<file path="src/hw/rtl/mot_pkg.sv">
// ----------------------------------------------------------------------------
// mot_pkg
// Shared types and constants for the multiplexed one-shot timer block.
// ----------------------------------------------------------------------------
package mot_pkg;

  // Slot bank size and the width of the scan index over it
  localparam int unsigned SLOTS = 8;
  localparam int unsigned IDX_W = (SLOTS > 1) ? $clog2(SLOTS) : 1;

  // Field widths
  localparam int unsigned CMD_W    = 2;
  localparam int unsigned SLOT_W   = 3;
  localparam int unsigned ID_W     = 16;
  localparam int unsigned US_W     = 16;
  localparam int unsigned EL_W     = 16;
  localparam int unsigned CPU_W    = 8;
  localparam int unsigned CNT_W    = 16;
  localparam int unsigned REM_W    = 24;
  localparam int unsigned CFG_IDX_W = 2;

  // Command codes
  localparam logic [CMD_W-1:0] CMD_START = 2'd0;
  localparam logic [CMD_W-1:0] CMD_STOP  = 2'd1;
  localparam logic [CMD_W-1:0] CMD_TICK  = 2'd2;

  // Result kinds
  localparam logic KIND_FIRE    = 1'b0;
  localparam logic KIND_SUMMARY = 1'b1;

  // Configuration register indexes
  localparam logic [CFG_IDX_W-1:0] REG_CYCLES_PER_US = 2'd0;
  localparam logic [CFG_IDX_W-1:0] REG_MIN_COUNT     = 2'd1;
  localparam logic [CFG_IDX_W-1:0] REG_MAX_COUNT     = 2'd2;

  // Configuration reset values
  localparam logic [CPU_W-1:0] CYCLES_PER_US_RST = 8'd6;
  localparam logic [CNT_W-1:0] MIN_COUNT_RST     = 16'd20;
  localparam logic [CNT_W-1:0] MAX_COUNT_RST     = 16'hFF00;

  // Controller states
  typedef enum logic [1:0] {
    ST_IDLE,
    ST_APPLY,
    ST_SCAN,
    ST_SUM
  } state_e;

  // Controller to datapath commands
  typedef struct packed {
    logic capture;   // latch the input word
    logic apply;     // run start or stop, open the scan
    logic step;      // process one slot of the scan
    logic load_sum;  // load the schedule summary into the output register
  } ctrl_cmd_t;

  // Datapath to controller status
  typedef struct packed {
    logic fire_req;  // the slot under scan expires in this step
    logic last_idx;  // the scan is at the final slot
    logic out_free;  // the output register can take a word this cycle
  } dp_status_t;

endpackage

</file>
<file path="src/hw/rtl/mot_ctrl.sv">
// ----------------------------------------------------------------------------
// mot_ctrl
// Sequencer: takes an input word, applies it, scans the slots one per cycle
// while no fired slot waits on the output, and issues the schedule summary.
// ----------------------------------------------------------------------------
module mot_ctrl (
  input  logic                clk_i,
  input  logic                rst_ni,
  input  logic                in_valid_i,
  output logic                in_stall_o,
  input  mot_pkg::dp_status_t status_i,
  output mot_pkg::ctrl_cmd_t  cmd_o
);
  import mot_pkg::*;

  state_e state_q, state_d;

  // Hold the state
  always_ff @(posedge clk_i or negedge rst_ni) begin
    if (!rst_ni) begin
      state_q <= ST_IDLE;
    end else begin
      state_q <= state_d;
    end
  end

  // Advance the sequence
  always_comb begin
    state_d = state_q;
    unique case (state_q)
      ST_IDLE: begin
        if (in_valid_i) state_d = ST_APPLY;
      end
      ST_APPLY: state_d = ST_SCAN;
      ST_SCAN: begin
        if ((!status_i.fire_req || status_i.out_free) && status_i.last_idx) begin
          state_d = ST_SUM;
        end
      end
      ST_SUM: begin
        if (status_i.out_free) state_d = ST_IDLE;
      end
      default: state_d = ST_IDLE;
    endcase
  end

  // Drive datapath commands
  always_comb begin
    cmd_o      = '0;
    in_stall_o = 1'b1;
    unique case (state_q)
      ST_IDLE: begin
        in_stall_o  = 1'b0;
        cmd_o.capture = in_valid_i;
      end
      ST_APPLY: cmd_o.apply = 1'b1;
      ST_SCAN:  cmd_o.step  = !status_i.fire_req || status_i.out_free;
      ST_SUM:   cmd_o.load_sum = status_i.out_free;
      default:  cmd_o = '0;
    endcase
  end

endmodule

</file>
<file path="src/hw/rtl/mot_dp.sv">
// ----------------------------------------------------------------------------
// mot_dp
// Datapath: configuration registers, slot bank, scan unit with running
// minimum, and the output register.
// ----------------------------------------------------------------------------
module mot_dp (
  input  logic                                clk_i,
  input  logic                                rst_ni,
  input  mot_pkg::ctrl_cmd_t                  cmd_i,
  output mot_pkg::dp_status_t                 status_o,
  // input word
  input  logic [mot_pkg::CMD_W-1:0]           cmd_in_i,
  input  logic [mot_pkg::SLOT_W-1:0]          slot_i,
  input  logic [mot_pkg::ID_W-1:0]            handler_id_i,
  input  logic [mot_pkg::US_W-1:0]            interval_us_i,
  input  logic [mot_pkg::EL_W-1:0]            elapsed_cycles_i,
  // configuration
  input  logic                                cfg_we_i,
  input  logic [mot_pkg::CFG_IDX_W-1:0]       cfg_index_i,
  input  logic [mot_pkg::CNT_W-1:0]           cfg_data_i,
  // result word
  output logic                                out_valid_o,
  input  logic                                out_stall_i,
  output logic                                kind_o,
  output logic [mot_pkg::SLOT_W-1:0]          fired_slot_o,
  output logic [mot_pkg::ID_W-1:0]            fired_id_o,
  output logic [mot_pkg::CNT_W-1:0]           next_target_o,
  output logic                                running_o,
  output logic                                last_o
);
  import mot_pkg::*;

  // Configuration
  logic [CPU_W-1:0] cpu_q;
  logic [CNT_W-1:0] min_q, max_q;

  // Captured input word
  logic [CMD_W-1:0]  op_q;
  logic [SLOT_W-1:0] slot_q;
  logic [ID_W-1:0]   hid_q;
  logic [US_W-1:0]   ius_q;
  logic [EL_W-1:0]   el_q;

  // Slot bank
  logic [SLOTS-1:0]  active_q;
  logic [REM_W-1:0]  rem_q [SLOTS];
  logic [ID_W-1:0]   id_q  [SLOTS];

  // Scan state
  logic [IDX_W-1:0]  idx_q;
  logic              any_q;
  logic [REM_W-1:0]  least_q;

  // Output register
  logic              out_valid_q;
  logic              kind_q;
  logic [SLOT_W-1:0] fslot_q;
  logic [ID_W-1:0]   fid_q;
  logic [CNT_W-1:0]  target_q;
  logic              run_q;
  logic              last_q;

  logic              slot_ok;
  logic [IDX_W-1:0]  slot_idx;
  logic [REM_W-1:0]  product;
  logic              is_tick;
  logic [REM_W-1:0]  rem_cur;
  logic [REM_W-1:0]  el_ext;
  logic [REM_W-1:0]  rem_new;
  logic              fire;
  logic              out_free;
  logic [REM_W-1:0]  min_ext, max_ext;
  logic [REM_W-1:0]  clamped;
  logic [CNT_W-1:0]  target;

  // Decode the captured word
  assign slot_ok  = 32'(slot_q) < SLOTS;
  assign slot_idx = IDX_W'(slot_q);
  assign product  = REM_W'(ius_q) * REM_W'(cpu_q);
  assign is_tick  = (op_q == CMD_TICK);

  // Age the slot under scan, floored at zero
  assign rem_cur = rem_q[idx_q];
  assign el_ext  = REM_W'(el_q);
  assign rem_new = !is_tick ? rem_cur : ((rem_cur > el_ext) ? rem_cur - el_ext : '0);
  assign min_ext = REM_W'(min_q);
  assign max_ext = REM_W'(max_q);
  assign fire    = is_tick && active_q[idx_q] && (rem_new <= min_ext);

  // Clamp the least remaining count; the lower clamp wins
  always_comb begin
    clamped = least_q;
    if (clamped > max_ext) clamped = max_ext;
    if (clamped < min_ext) clamped = min_ext;
    target = any_q ? CNT_W'(clamped) : '0;
  end

  assign out_free = !out_valid_q || !out_stall_i;

  assign status_o.fire_req = fire;
  assign status_o.last_idx = (32'(idx_q) == SLOTS - 1);
  assign status_o.out_free = out_free;

  // Write configuration registers
  always_ff @(posedge clk_i or negedge rst_ni) begin
    if (!rst_ni) begin
      cpu_q <= CYCLES_PER_US_RST;
      min_q <= MIN_COUNT_RST;
      max_q <= MAX_COUNT_RST;
    end else if (cfg_we_i) begin
      unique case (cfg_index_i)
        REG_CYCLES_PER_US: cpu_q <= cfg_data_i[CPU_W-1:0];
        REG_MIN_COUNT:     min_q <= cfg_data_i;
        REG_MAX_COUNT:     max_q <= cfg_data_i;
        default: ;
      endcase
    end
  end

  // Latch the input word
  always_ff @(posedge clk_i) begin
    if (cmd_i.capture) begin
      op_q   <= cmd_in_i;
      slot_q <= slot_i;
      hid_q  <= handler_id_i;
      ius_q  <= interval_us_i;
      el_q   <= elapsed_cycles_i;
    end
  end

  // Track active slots
  always_ff @(posedge clk_i or negedge rst_ni) begin
    if (!rst_ni) begin
      active_q <= '0;
    end else if (cmd_i.apply && slot_ok) begin
      if (op_q == CMD_START) active_q[slot_idx] <= 1'b1;
      if (op_q == CMD_STOP)  active_q[slot_idx] <= 1'b0;
    end else if (cmd_i.step && fire) begin
      active_q[idx_q] <= 1'b0;
    end
  end

  // Load or age slot counts and ids
  always_ff @(posedge clk_i) begin
    if (cmd_i.apply && slot_ok && (op_q == CMD_START)) begin
      rem_q[slot_idx] <= product;
      id_q[slot_idx]  <= hid_q;
    end else if (cmd_i.step && is_tick && active_q[idx_q]) begin
      rem_q[idx_q] <= rem_new;
    end
  end

  // Walk the slots and keep the least remaining count
  always_ff @(posedge clk_i or negedge rst_ni) begin
    if (!rst_ni) begin
      idx_q   <= '0;
      any_q   <= 1'b0;
      least_q <= '1;
    end else if (cmd_i.apply) begin
      idx_q   <= '0;
      any_q   <= 1'b0;
      least_q <= '1;
    end else if (cmd_i.step) begin
      idx_q <= idx_q + IDX_W'(1);
      if (active_q[idx_q] && !fire) begin
        any_q <= 1'b1;
        if (rem_new < least_q) least_q <= rem_new;
      end
    end
  end

  // Hold the output word until taken
  always_ff @(posedge clk_i or negedge rst_ni) begin
    if (!rst_ni) begin
      out_valid_q <= 1'b0;
    end else if ((cmd_i.step && fire) || cmd_i.load_sum) begin
      out_valid_q <= 1'b1;
    end else if (!out_stall_i) begin
      out_valid_q <= 1'b0;
    end
  end

  always_ff @(posedge clk_i) begin
    if (cmd_i.step && fire) begin
      kind_q   <= KIND_FIRE;
      fslot_q  <= SLOT_W'(idx_q);
      fid_q    <= id_q[idx_q];
      target_q <= '0;
      run_q    <= 1'b0;
      last_q   <= 1'b0;
    end else if (cmd_i.load_sum) begin
      kind_q   <= KIND_SUMMARY;
      fslot_q  <= '0;
      fid_q    <= '0;
      target_q <= target;
      run_q    <= any_q;
      last_q   <= 1'b1;
    end
  end

  assign out_valid_o   = out_valid_q;
  assign kind_o        = kind_q;
  assign fired_slot_o  = fslot_q;
  assign fired_id_o    = fid_q;
  assign next_target_o = target_q;
  assign running_o     = run_q;
  assign last_o        = last_q;

endmodule

</file>
<file path="src/hw/rtl/multiplexed_oneshot_timers.sv">
// ----------------------------------------------------------------------------
// multiplexed_oneshot_timers
// Bank of one-shot timer slots sharing one compare counter.
// ----------------------------------------------------------------------------
// Each input word (start, stop or tick) is handled in steps: the word is taken,
// the addressed slot is loaded or freed, the scan visits each slot, ageing the
// slots on a tick, reporting expired ones in ascending order and tracking the
// least remaining count, and the schedule summary is issued, which is always
// the last word out. The scan visits one slot per cycle while it is not held;
// a fired slot waits while the output stalls, as does the summary. The next
// input word is taken while the summary still waits in the output register.
// Configuration writes are always ready and must come only while the block
// is idle.
// ----------------------------------------------------------------------------
module multiplexed_oneshot_timers (
  input  logic                             clk_i,
  input  logic                             rst_ni,
  // input channel
  input  logic                             in_valid_i,
  output logic                             in_stall_o,
  input  logic [mot_pkg::CMD_W-1:0]        cmd_i,
  input  logic [mot_pkg::SLOT_W-1:0]       slot_i,
  input  logic [mot_pkg::ID_W-1:0]         handler_id_i,
  input  logic [mot_pkg::US_W-1:0]         interval_us_i,
  input  logic [mot_pkg::EL_W-1:0]         elapsed_cycles_i,
  // result channel
  output logic                             out_valid_o,
  input  logic                             out_stall_i,
  output logic                             kind_o,
  output logic [mot_pkg::SLOT_W-1:0]       fired_slot_o,
  output logic [mot_pkg::ID_W-1:0]         fired_id_o,
  output logic [mot_pkg::CNT_W-1:0]        next_target_o,
  output logic                             running_o,
  output logic                             last_o,
  // configuration channel
  input  logic                             cfg_valid_i,
  output logic                             cfg_ready_o,
  input  logic [mot_pkg::CFG_IDX_W-1:0]    cfg_index_i,
  input  logic [mot_pkg::CNT_W-1:0]        cfg_data_i
);
  import mot_pkg::*;

  ctrl_cmd_t  ctrl_cmd;
  dp_status_t dp_status;

  assign cfg_ready_o = 1'b1;

  // Sequencer
  mot_ctrl u_ctrl (
    .clk_i      (clk_i),
    .rst_ni     (rst_ni),
    .in_valid_i (in_valid_i),
    .in_stall_o (in_stall_o),
    .status_i   (dp_status),
    .cmd_o      (ctrl_cmd)
  );

  // Datapath
  mot_dp u_dp (
    .clk_i            (clk_i),
    .rst_ni           (rst_ni),
    .cmd_i            (ctrl_cmd),
    .status_o         (dp_status),
    .cmd_in_i         (cmd_i),
    .slot_i           (slot_i),
    .handler_id_i     (handler_id_i),
    .interval_us_i    (interval_us_i),
    .elapsed_cycles_i (elapsed_cycles_i),
    .cfg_we_i         (cfg_valid_i && cfg_ready_o),
    .cfg_index_i      (cfg_index_i),
    .cfg_data_i       (cfg_data_i),
    .out_valid_o      (out_valid_o),
    .out_stall_i      (out_stall_i),
    .kind_o           (kind_o),
    .fired_slot_o     (fired_slot_o),
    .fired_id_o       (fired_id_o),
    .next_target_o    (next_target_o),
    .running_o        (running_o),
    .last_o           (last_o)
  );

endmodule
</file>
<file path="config.mk">
export PLATFORM = sky130hd
export DESIGN_NAME = multiplexed_oneshot_timers
export DESIGN_NICKNAME = d
export VERILOG_FILES = /design/src/hw/rtl/mot_pkg.sv /design/src/hw/rtl/mot_ctrl.sv /design/src/hw/rtl/mot_dp.sv /design/src/hw/rtl/multiplexed_oneshot_timers.sv
export SDC_FILE = /design/constraint.sdc
export NUM_CORES = 1
export LEC_CHECK = 0
export ABC_CLOCK_PERIOD_IN_PS = 12100
export BUFFER_PORTS_ARGS = -buffer_cell sky130_fd_sc_hd__buf_2
export CORE_UTILIZATION = 35
export CTS_CLUSTER_SIZE = 10
export DETAILED_ROUTE_END_ITERATION = 8
export MAX_ROUTING_LAYER = met4
export SLEW_MARGIN = 20
export SYNTH_ARGS = -nofsm -noshare
export SYNTH_HDL_FRONTEND = slang
export SYNTH_SLANG_ARGS = --single-unit
</file>
<file path="constraint.sdc">
create_clock -name clk_i -period 12.1 [get_ports clk_i]
set_input_delay 1.815 -clock clk_i [delete_from_list [all_inputs] [get_ports clk_i]]
set_output_delay 1.815 -clock clk_i [all_outputs]
set_load 0.005 [all_outputs]
</file>
======== Word-level counts from Yosys, hierarchy flattened ========
Memory sizes are Yosys's and may differ from the RTL's.
Cells that the tools add are included.
W data, S select, Z words.
storage, ports and cells
  output and inout bits ................... 41
  RAM bits ................................ 320
  logic and storage cells ................. 129
  flip-flop bits (word level) ............. 169
  memories kept ........................... 2
  input port bits ......................... 76
operators by class
  order comparisons ....................... 9
  reductions and logical operators ........ 31
  multiply operators ...................... 1
  add/subtract/negate cells ............... 2
  equality and inequality tests ........... 12
  muxes and demuxes ....................... 48
  bitwise logic cells ..................... 5
memories
  memory      words  width  rd ports  clocked after memory_dff  wr ports  line          text
  u_dp.rem_q  8      24     1         0                         1         mot_dp.sv:46  logic [REM_W-1:0] rem_q [SLOTS];
  u_dp.id_q   8      16     1         0                         1         mot_dp.sv:47  logic [ID_W-1:0] id_q [SLOTS];
operators with widths
  cell                  number
  $mux W24              8
  $mux W16              4
  $gt A24 B16 Y1        2
  $mux W8               5
  $le A24 B16 Y1        1
  $lt A24 B16 Y1        1
  $lt A24 B24 Y1        1
  $mul A16 B8 Y24       1
  $reduce_or A24 Y1     1
  $sub A24 B16 Y24      1
  $mux W1               19
  $and A8 B8 Y8         2
  $not A8 Y8            2
  $mux W3               5
  $logic_and A1 B1 Y1   10
  $reduce_bool A2 Y1    5
  $eq A2 B2 Y1 const B  4
  $lt A3 B4 Y1 const B  2
  $or A8 B8 Y8          1
  $pmux W2 S4           1
  $reduce_and A2 Y1     4
  $demux W1 S3          2
  $eq A2 B1 Y1 const B  3
  $ge A3 B1 Y1 const B  2
  other kinds (10)      21

======== Longest topological paths before layout ========
Gate-level depths: netlist of the first run.
An unclocked memory read counts as a cell.
  word-level depth ........................ 16
  mapped depth ............................ 31

======== Cells and area by module ========
From an unflattened synthesis of the first run, not the netlist that was laid out.
second synthesis, totals
  cells, all modules ...................... 2093
  area, all modules ....................... 26258.9 um2
by module, submodules not included
  module                      cells each  times used  area each (um2)  sequential area each (um2)
  mot_dp                      2066        1           26017.5          14103.5
  mot_ctrl                    25          1           230.2            50.0
  multiplexed_oneshot_timers  2           1           11.3             0.0

======== Least setup slack after synthesis of the first run ========
No wires, ideal clock.
  path kind ............................... register to register
  start point ............................. register u_dp.idx_q[1]
  end point ............................... register u_dp.fid_q[0] (netlist: u_dp.fired_id_o[0]), enable pin
  library setup time ...................... 374 ps
  cell stages (with the launch flop) ...... 30
  period minus slack after synthesis ...... 7744 ps
  arrival time ............................ 7370 ps
  path slack .............................. 4356 ps
  data required time ...................... 11726 ps
  cell sequence ........................... dfrtp_1 -> buf_2 -> buf_4 -> buf_4 -> nor3_1 -> clkbuf_1 -> clkbuf_1 -> a22oi_1 -> nand4_1 -> ha_1 -> nand3_1 -> or3_1 -> or4_1 -> inv_1 -> o2111ai_1 -> nor2_1 -> clkbuf_1 -> o2bb2ai_1 -> ha_1 -> a2111oi_0 -> o21ai_0 -> a221oi_1 -> o21ba_2 -> o211ai_1 -> or4b_4 -> or4_1 -> buf_2 -> a21boi_4 -> buf_6 -> inv_1
between the ends
  longest elaborated chain between the ends .. 11
RTL lines
  element                                             line            text
  start: declaration                                  mot_dp.sv:50    logic [IDX_W-1:0] idx_q;
  start signal: assignment                            mot_dp.sv:164   idx_q <= idx_q + IDX_W'(1);
  $mem_v2 Z8 W24                                      --
  $sub A24 B16 Y24 or $gt A24 B16 Y1 (tied branches)  mot_dp.sv:85    assign rem_new = !is_tick ? rem_cur : ((rem_cur > el_ext) ? rem_cur - el_ext : '0);
  $mux W24 (2 in series)                              mot_dp.sv:85
  $le A24 B16 Y1                                      mot_dp.sv:88    assign fire = is_tick && active_q[idx_q] && (rem_new <= min_ext);
  $logic_and A1 B1 Y1 *                               mot_dp.sv:88
  $logic_not A1 Y1                                    mot_ctrl.sv:57  ST_SCAN: cmd_o.step = !status_i.fire_req || status_i.out_free;
  $logic_or A1 B1 Y1                                  mot_ctrl.sv:57
  $mux W1                                             mot_ctrl.sv:51  unique case (state_q)
  $logic_and A1 B1 Y1 *                               mot_dp.sv:184   if (cmd_i.step && fire) begin
  $reduce_bool A2 Y1 (no source line) *               --
  end signal: assignment                              mot_dp.sv:187   fid_q <= id_q[idx_q];
  end: declaration                                    mot_dp.sv:58    logic [ID_W-1:0] fid_q;
Every way passes the cells marked *; elsewhere a longest branch is shown, timed or not. The select of a mux whose other input is x is not followed.
A chain may end at the register's enable or synchronous reset.

======== Worst setup path in the final report of the first run ========
  start point ............................. register u_dp.idx_q[0]
  end point ............................... register u_dp.fid_q[5] (netlist: u_dp.fired_id_o[5]), enable pin
Same word-level chain as after synthesis.

==> reports/metrics.yaml, run 1 <==
run_status:
  status: "completed"
timing:
  grt_setup_unrepaired: "false"
  hold_violations: 0
  maxSlewHeadroom_pct: 24.4
  period_needed_ns: 9.78
  fmax_mhz: 102
  max_slew.worst_pin.slew_ns: 1.12
  finClkSkew_ns: 0.0341
  setup_viol: 0
  slew_violations: 0
  fin_tns_setup_ns: 0
  period_share_pct: 80.8
yosys:
  ys_seq_area_share_pct: 55.2
  syn_inst: 2021
  synth_flop_cell: "edfxtp_1"
  postSynth.asyncResetShare_pct: 16.2
  synth_fp_nets: 2319
  synthDistinctLibCells: 84
  ys_seq_elements: 489
  syn_area_per_cell_um2: 12.7
  syn_area_um2: 25600
  synth_warnings: 0
  synth_edf_count: 392
finish:
  drive_gt1_share_pct: 17.0
  fin_nets: 2459
  final_util_pct: 40.6
  area_growth_pct: 14.0
  nFillCells: 6673
setup_path:
  worstReg2RegEnd: "u_dp.fired_id_o[5]"
  critPathMaxFanout: 41
  r2r_cells: 26
  required_ns: 12.33
  crit_type: "flip-flop to flip-flop"
  slowest_delay_ns: 0.86
  worstPathArrival_ns: 10.01
  cp-end-kind: "flip-flop"
  startpoint_type: "flip-flop"
  cp_slowest_cell: "inv_1"
  rr_startpoint: "u_dp.idx_q[0]"
  r2r_slack_ns: 2.32
cts:
  cts.path.max_buffers: 3
  htreeDepth: 2
  cts_tree: "yes"
  root_buffer: "clkbuf_16"
  cts_num_sinks: 489
  cts_buffers: 57
  cts_setup_buffers: 0
  clk_pin_slew_ns: 0.06
  hold_buffers: 0
  cts-resized-gates: 0
  clk_latency_ns: 0.64
min_path:
  min-delay-path-class: "flip-flop to flip-flop"
  worstHoldEndpoint: "u_dp.next_target_o[10]"
  min_from: "u_dp.next_target_o[10]"
  hold_depth: 1
route:
  drt.antenna.violating_nets: 0
  first_iter_violations: 1447
  wl_um: 69800
  routedWlPerCell_um: 22.2
  vias: 17010
  avgViaCountPerCell: 5.42
  drc_errors: 0
  dr.pass1.iters: 5
global_routing:
  antenna_found_initial: 5
  grt_pass1_vias: 17116
  grt_pass1_wl_um: 106000
  grt_max_degree: 54
  grt_usage_pct: 19.3
  grt-ovfl-total: 0
place:
  place.gp.congestion: 0.956
  port_buffers: 115
  dpl.hpwl_um: 48900
floorplanning:
  die_x_um: 273
  start_util_pct: 35.6
  dieArea_um2: 74300
  die_y_um: 273
  io_pins: 117
  rows: 98
  core_um2: 72000
flow_run:
  drv_cap: 0
## layout make-up
type | instances | area (um2) | share of cell area (%)
repair buffers | 165 | 953 | 3.26
diodes | 2 | 5.00 | 0.0171
clock buffers | 79 | 1560 | 5.34
inverters | 189 | 709 | 2.43
clock inverters | 8 | 166 | 0.570
flip-flops and latches | 489 | 14200 | 48.4
well taps | 950 | 1190 | 4.07
multi-input cells | 1259 | 10500 | 35.9
## cells in the mapped netlist (41+ instances only)
| master | number | share of area [%] |
|---|---|---|
| a21oi_1 | 57 | 1.1 |
| a22oi_1 | 79 | 2.3 |
| and2_1 | 62 | 1.5 |
| clkbuf_1 | 62 | 0.91 |
| dfrtp_1 | 43 | 4.2 |
| edfxtp_1 | 392 | 46 |
| fa_1 | 85 | 6.6 |
| ha_1 | 137 | 6.7 |
| inv_1 | 189 | 2.8 |
| mux2_2 | 66 | 2.9 |
| mux2i_1 | 41 | 1.6 |
| nand2_1 | 153 | 2.2 |
| nor2_1 | 103 | 1.5 |
| o21ai_0 | 57 | 1.1 |
## worst max-delay path by stage
stage                              from                  to  slack [ns]  cells past startpoint
final                     u_dp.idx_q[0]  u_dp.fired_id_o[5]        2.32                     26
after global routing      u_dp.idx_q[0]  u_dp.fired_id_o[6]        1.95                     26
after CTS                 u_dp.idx_q[0]  u_dp.fired_id_o[5]        2.52                     26
after detailed placement  u_dp.idx_q[0]  u_dp.fired_id_o[8]        2.52                     26
after global placement    u_dp.idx_q[0]  u_dp.fired_id_o[4]        2.78                     26
after floorplan           u_dp.idx_q[1]  u_dp.fired_id_o[0]        4.36                     29
## worst max-delay path, delay by kind of cell (launching register included)
kind | cells | cell delay (ns)
AOI/OAI and AO/OA | 10 | 2.12
DFF | 1 | 0.85
buffers and inverters | 6 | 2.52
and+or+nand+nor | 8 | 3.20
adders and majority gates | 2 | 0.61
## cells by family (layout without fill, tap and decap cells)
logic type,Yosys count,count (layout),share of synthesized area [%]
buffers and inverters,273,441,4.22
xor gates and xnor gates,38,38,1.30
muxes,124,124,5.45
and+or+nand+nor,459,459,8.75
DFF,489,489,55.2
adders and majority gates,222,222,13.3
other,1,3,0.0146
AOI/OAI and AO/OA,415,415,11.7
## registers in the layout, summed over array words and instances (netlist names), named ones only
| register | cells |
|---|---|
| u_ctrl.state_q | 2 |
| u_dp.rem_q | 192 |
| u_dp.next_target_o | 16 |
| u_dp.hid_q | 16 |
| u_dp.op_q | 2 |
| u_dp.running_o | 1 |
| u_dp.active_q | 7 |
| u_dp.fired_slot_o | 3 |
| u_dp.idx_q | 3 |
| u_dp.slot_idx | 3 |
| u_dp.least_q | 24 |
| u_dp.kind_o | 1 |
| u_dp.fired_id_o | 16 |
| u_dp.cpu_q | 8 |
| u_dp.id_q | 128 |
| u_dp.max_q | 16 |
| u_dp.out_valid_o | 1 |
| u_dp.any_q | 1 |
| u_dp.min_q | 16 |
| u_dp.el_q | 16 |
| u_dp.ius_q | 16 |
## cell usage in the layout, fill, tap and decap left out, types with 15 or more instances in the layout
cell | netlist | routed
inv_1 | 189 | 189
clkbuf_16 | 0 | 58
dfstp_2 | 36 | 36
nand2_1 | 153 | 153
a22o_1 | 25 | 25
edfxtp_1 | 392 | 392
buf_2 | 10 | 114
nand3_1 | 25 | 25
dfrtp_1 | 43 | 43
a21o_1 | 29 | 29
a31oi_1 | 23 | 22
nand4_1 | 21 | 21
a22oi_1 | 79 | 79
a32o_1 | 16 | 16
o21ai_0 | 57 | 56
dfxtp_1 | 18 | 18
ha_1 | 137 | 136
mux2i_1 | 41 | 41
nand2b_1 | 15 | 15
buf_4 | 6 | 51
mux2_2 | 66 | 66
clkbuf_1 | 62 | 18
fa_1 | 85 | 85
xnor2_1 | 25 | 25
nor2b_1 | 15 | 15
a221oi_1 | 28 | 28
and2_1 | 62 | 61
a21oi_1 | 57 | 57
nor2_1 | 103 | 98
## per-layer routing
metal  wire, um  track usage [%]
met2      32000             29.5
met1      31700             26.6
met5          0                -
met3       4160             3.08
met4       1870             5.59
## stage by stage
step / area [um2] / hold slack [ns] / std cells / setup slack, ns
2_1_floorplan: 25600 / 0.466 / 2021 / 4.36
3_3_place_gp: 27500 / 0.461 / 3052 / 2.78
3_5_place_dp: 27500 / 0.464 / 3052 / 2.52
4_1_cts: 29200 / 0.477 / 3139 / 2.52
5_1_grt: 29200 / 0.494 / 3141 / 1.95
6_report: 29200 / 0.478 / 3141 / 2.32
Power of run 1 is not shown: default switching activity piles up to over one toggle a cycle in this logic, so the estimate is an artifact.
==> run 2: changes to the inputs <==
ABC_AREA = 1   (was not set)
ABC_CLOCK_PERIOD_IN_PS = 9800   (was 12100)
clock period = 9.8 ns   (was 12.1 ns; I/O delays follow)
==> run 2 against run 1 <==
Wire length up 1.5%; setup slack worse by 1.2 ns; final area up 1.0%; clock-buffer cell count down 5; sequential share of layout area down 0.49 points; die area up 2.6%; via count up 10%; critical endpoint is now u_dp.rem_q[7][21]; largest cell class unchanged.
==> reports/metrics.yaml, run 2 <==
run_status:
  status: "completed"
route:
  dr.pass1.iters: 7  # +2
  avgViaCountPerCell: 5.03  # -7.0%
  routedWlPerCell_um: 19.0  # -14%
  drc_errors: 0  # unchanged
  first_iter_violations: 1498  # +3.5%
  vias: 18742  # +10%
  drt.antenna.violating_nets: 0  # unchanged
  wl_um: 70800  # +1.5%
yosys:
  synth_warnings: 0  # unchanged
  ys_seq_area_share_pct: 53.8  # -1.4 points
  yosysTopAreaCell: "edfxtp_1"
  synth_edf_count: 392  # unchanged
  syn_area_per_cell_um2: 9.98  # -21%
  synth_fp_nets: 2932  # +26%
  synth_most_common_cell: "nand2_1"
  syn_area_um2: 26300  # +2.6%
  synthDistinctLibCells: 56  # -33%
  synth_flop_cell: "edfxtp_1"
  postSynth.asyncResetShare_pct: 16.2  # unchanged
  syn_inst: 2634  # +30%
  ys_top_cells_by_area: "edfxtp_1 45%, nand2_1 11%, ha_1 6.5%, fa_1 6.5%, inv_1 5.0%"
  ys_seq_elements: 489  # unchanged
  synth_top_area_share_pct: 44.8  # -1.2 points
  synthTopCellsByCount: "764 x nand2_1, 392 x edfxtp_1, 353 x inv_1"
cts:
  hold_buffers: 0  # unchanged
  cts_num_sinks: 489  # unchanged
  clk_pin_slew_ns: 0.06  # about the same
  cts-resized-gates: 0  # unchanged
  root_buffer: "clkbuf_16"
  clk_latency_ns: 0.65  # about the same
  cts.path.max_buffers: 3  # unchanged
  cts_setup_buffers: 0  # unchanged
  htreeDepth: 2  # unchanged
  cts_tree: "yes"
  cts_buffers: 56  # -1.8%
floorplanning:
  die_y_um: 276  # +1.3%
  dieArea_um2: 76200  # +2.6%
  rows: 100  # +2.0%
  die_x_um: 276  # +1.3%
  io_pins: 117  # unchanged
  start_util_pct: 35.3  # -0.29 points
  core_um2: 74400  # +3.4%
finish:
  top_register: "u_dp.rem_q"
  top_regs: "u_dp.rem_q: 192 flops, u_dp.id_q: 128 flops, u_dp.least_q: 24 flops"
  final_util_pct: 39.6  # -0.95 points
  area_growth_pct: 12.2
  layout_commonest_cell: "nand2_1"
  final_cell_mix: "764 x nand2_1, 392 x edfxtp_1, 351 x inv_1"
  final_area_um2: 29500  # +1.0%
  drive_gt1_share_pct: 10.6  # -6.4 points
  fin_nets: 3028  # +23%
  instances_no_fill: 3723  # +19%
  nFillCells: 7259  # +8.8%
  largest_register_ffs: 192  # unchanged
global_routing:
  grt_usage_pct: 19.0  # -0.32 points
  grt_pass1_wl_um: 109000  # +2.7%
  grt_max_degree: 80  # +48%
  grt-ovfl-total: 0  # unchanged
  antenna_found_initial: 0  # -5
  grt_pass1_vias: 18421  # +7.6%
place:
  place.gp.congestion: 0.962  # +0.65%
  dpl_cell_area_um2: 27900  # +1.5%
  dp.cells: 3641  # +19%
  port_buffers: 115  # unchanged
  dpl.hpwl_um: 49900  # +2.0%
setup_path:
  slowest_delay_ns: 0.92  # +0.06 ns
  crit_type: "flip-flop to flip-flop"
  critPathMaxFanout: 32  # -22%
  startpoint_type: "flip-flop"
  crit_top_cell: "nand2_1"
  cp-end-kind: "flip-flop"
  required_ns: 10.06  # -2.27 ns
  cp_slowest_cell: "o21ai_0"
  r2r_slack_ns: 1.09  # -1.23 ns
  worstPathArrival_ns: 8.97  # -1.04 ns
timing:
  maxSlewHeadroom_pct: 26.6  # +2.2 points
  max_slew.worst_pin.slew_ns: 1.09  # -0.0328 ns
  fmax_mhz: 115  # +12%
  slew_violations: 0  # unchanged
  finClkSkew_ns: 0.0590  # +0.0250 ns
  grt_setup_unrepaired: "false"
  fin_tns_setup_ns: 0  # unchanged
  hold_violations: 0  # unchanged
  setup_viol: 0  # unchanged
  period_share_pct: 88.9  # +8.1 points
  period_needed_ns: 8.71  # -1.07 ns
power_and_ir_drop:
  power_per_cell_area_nw_per_um2: 356
  comb_power_share_pct: 48.9
  p_leak_nw: 13.0
  swShare_pct: 43.6
  vdd_drop_max_uv: 238
  switchingPower_mw: 4.59
  p_int_mw: 5.93
  p_clk_share_pct: 18.0
  p_seq_share_pct: 33.1
flow_run:
  drv_cap: 0  # unchanged
min_path:
  min-delay-path-class: "flip-flop to flip-flop"
run 2: changes by cell type in the layout (fill, tap and decap cells not counted), sizes merged, moves of 16 or more:
cell   before  now
and2       62    1
nor2      103   86
a22oi      79   33
o21ai      57  134
a32o       16    0
mux2i      41    1
nand3      25  117
mux2       79    0
a21o       29    1
nand2     153  768
inv       189  363
a21oi      57   99
run 2: stage by stage:
step	hold WS [ns]	setup WS (ns)	power [mW]
2_1_floorplan	0.443	3.27	6.84
3_3_place_gp	0.435	1.40	8.64
3_5_place_dp	0.437	1.30	8.67
4_1_cts	0.451	1.24	10.6
5_1_grt	0.460	0.571	11.3
6_report	0.447	1.09	10.5
run 2: layout make-up:
class	count	area, um2	share of cell area [%]
diodes	1	2.50	0.00848
repair buffers	150	845	2.86
multi-input cells	1668	10300	35.0
clock inverters	7	136	0.462
clock buffers	74	1480	5.01
well taps	969	1210	4.11
inverters	365	1370	4.64
flip-flops and latches	489	14200	48.0
run 2: cells by family after synthesis:
family                     share of synthesized area, %
buffers and inverters                              7.11
and+or+nand+nor                                    16.3
muxes                                            0.0381
adders and majority gates                          13.0
xor gates and xnor gates                           1.17
DFF                                                53.8
other                                            0.0143
AOI/OAI and AO/OA                                  8.53
run 2: critical path: cells and delay by family (launching register included):
family	cells	cell delay, ns
simple gates	17	2.57
compound gates	8	2.88
buf+inv	5	1.15
flops	1	0.91
fa+ha+maj	2	0.79
run 2: power groups by stage:
stage	clock [mW]	sequential, mW	combinational (mW)
after floorplan	0	3.39	3.45
after global placement	0	3.52	5.12
after detailed placement	0	3.52	5.15
after CTS	1.93	3.48	5.18
after global routing	2.00	3.51	5.78
final	1.89	3.48	5.14
run 2: worst paths after layout:
path                                        start                      to  cells past startpoint
min reg2reg                u_dp.next_target_o[11]  u_dp.next_target_o[11]                      2
max reg2reg                         u_dp.idx_q[1]       u_dp.rem_q[7][21]                     32
min in group asynchronous                  rst_ni        u_dp.out_valid_o                      1
min                        u_dp.next_target_o[11]  u_dp.next_target_o[11]                      2
max in group asynchronous                  rst_ni           u_dp.min_q[8]                      1
max                                 u_dp.idx_q[1]       u_dp.rem_q[7][21]                     32
run 2: routing by layer:
metal  part of all wire, %  GRT usage [%]  wire length (um)
met1                    44           24.0             30900
met2                    49           32.2             34800
met3                   4.5           2.10              3210
met4                   2.7           5.62              1910
met5                     0              -                 0
(Power assumes the default switching activity.)
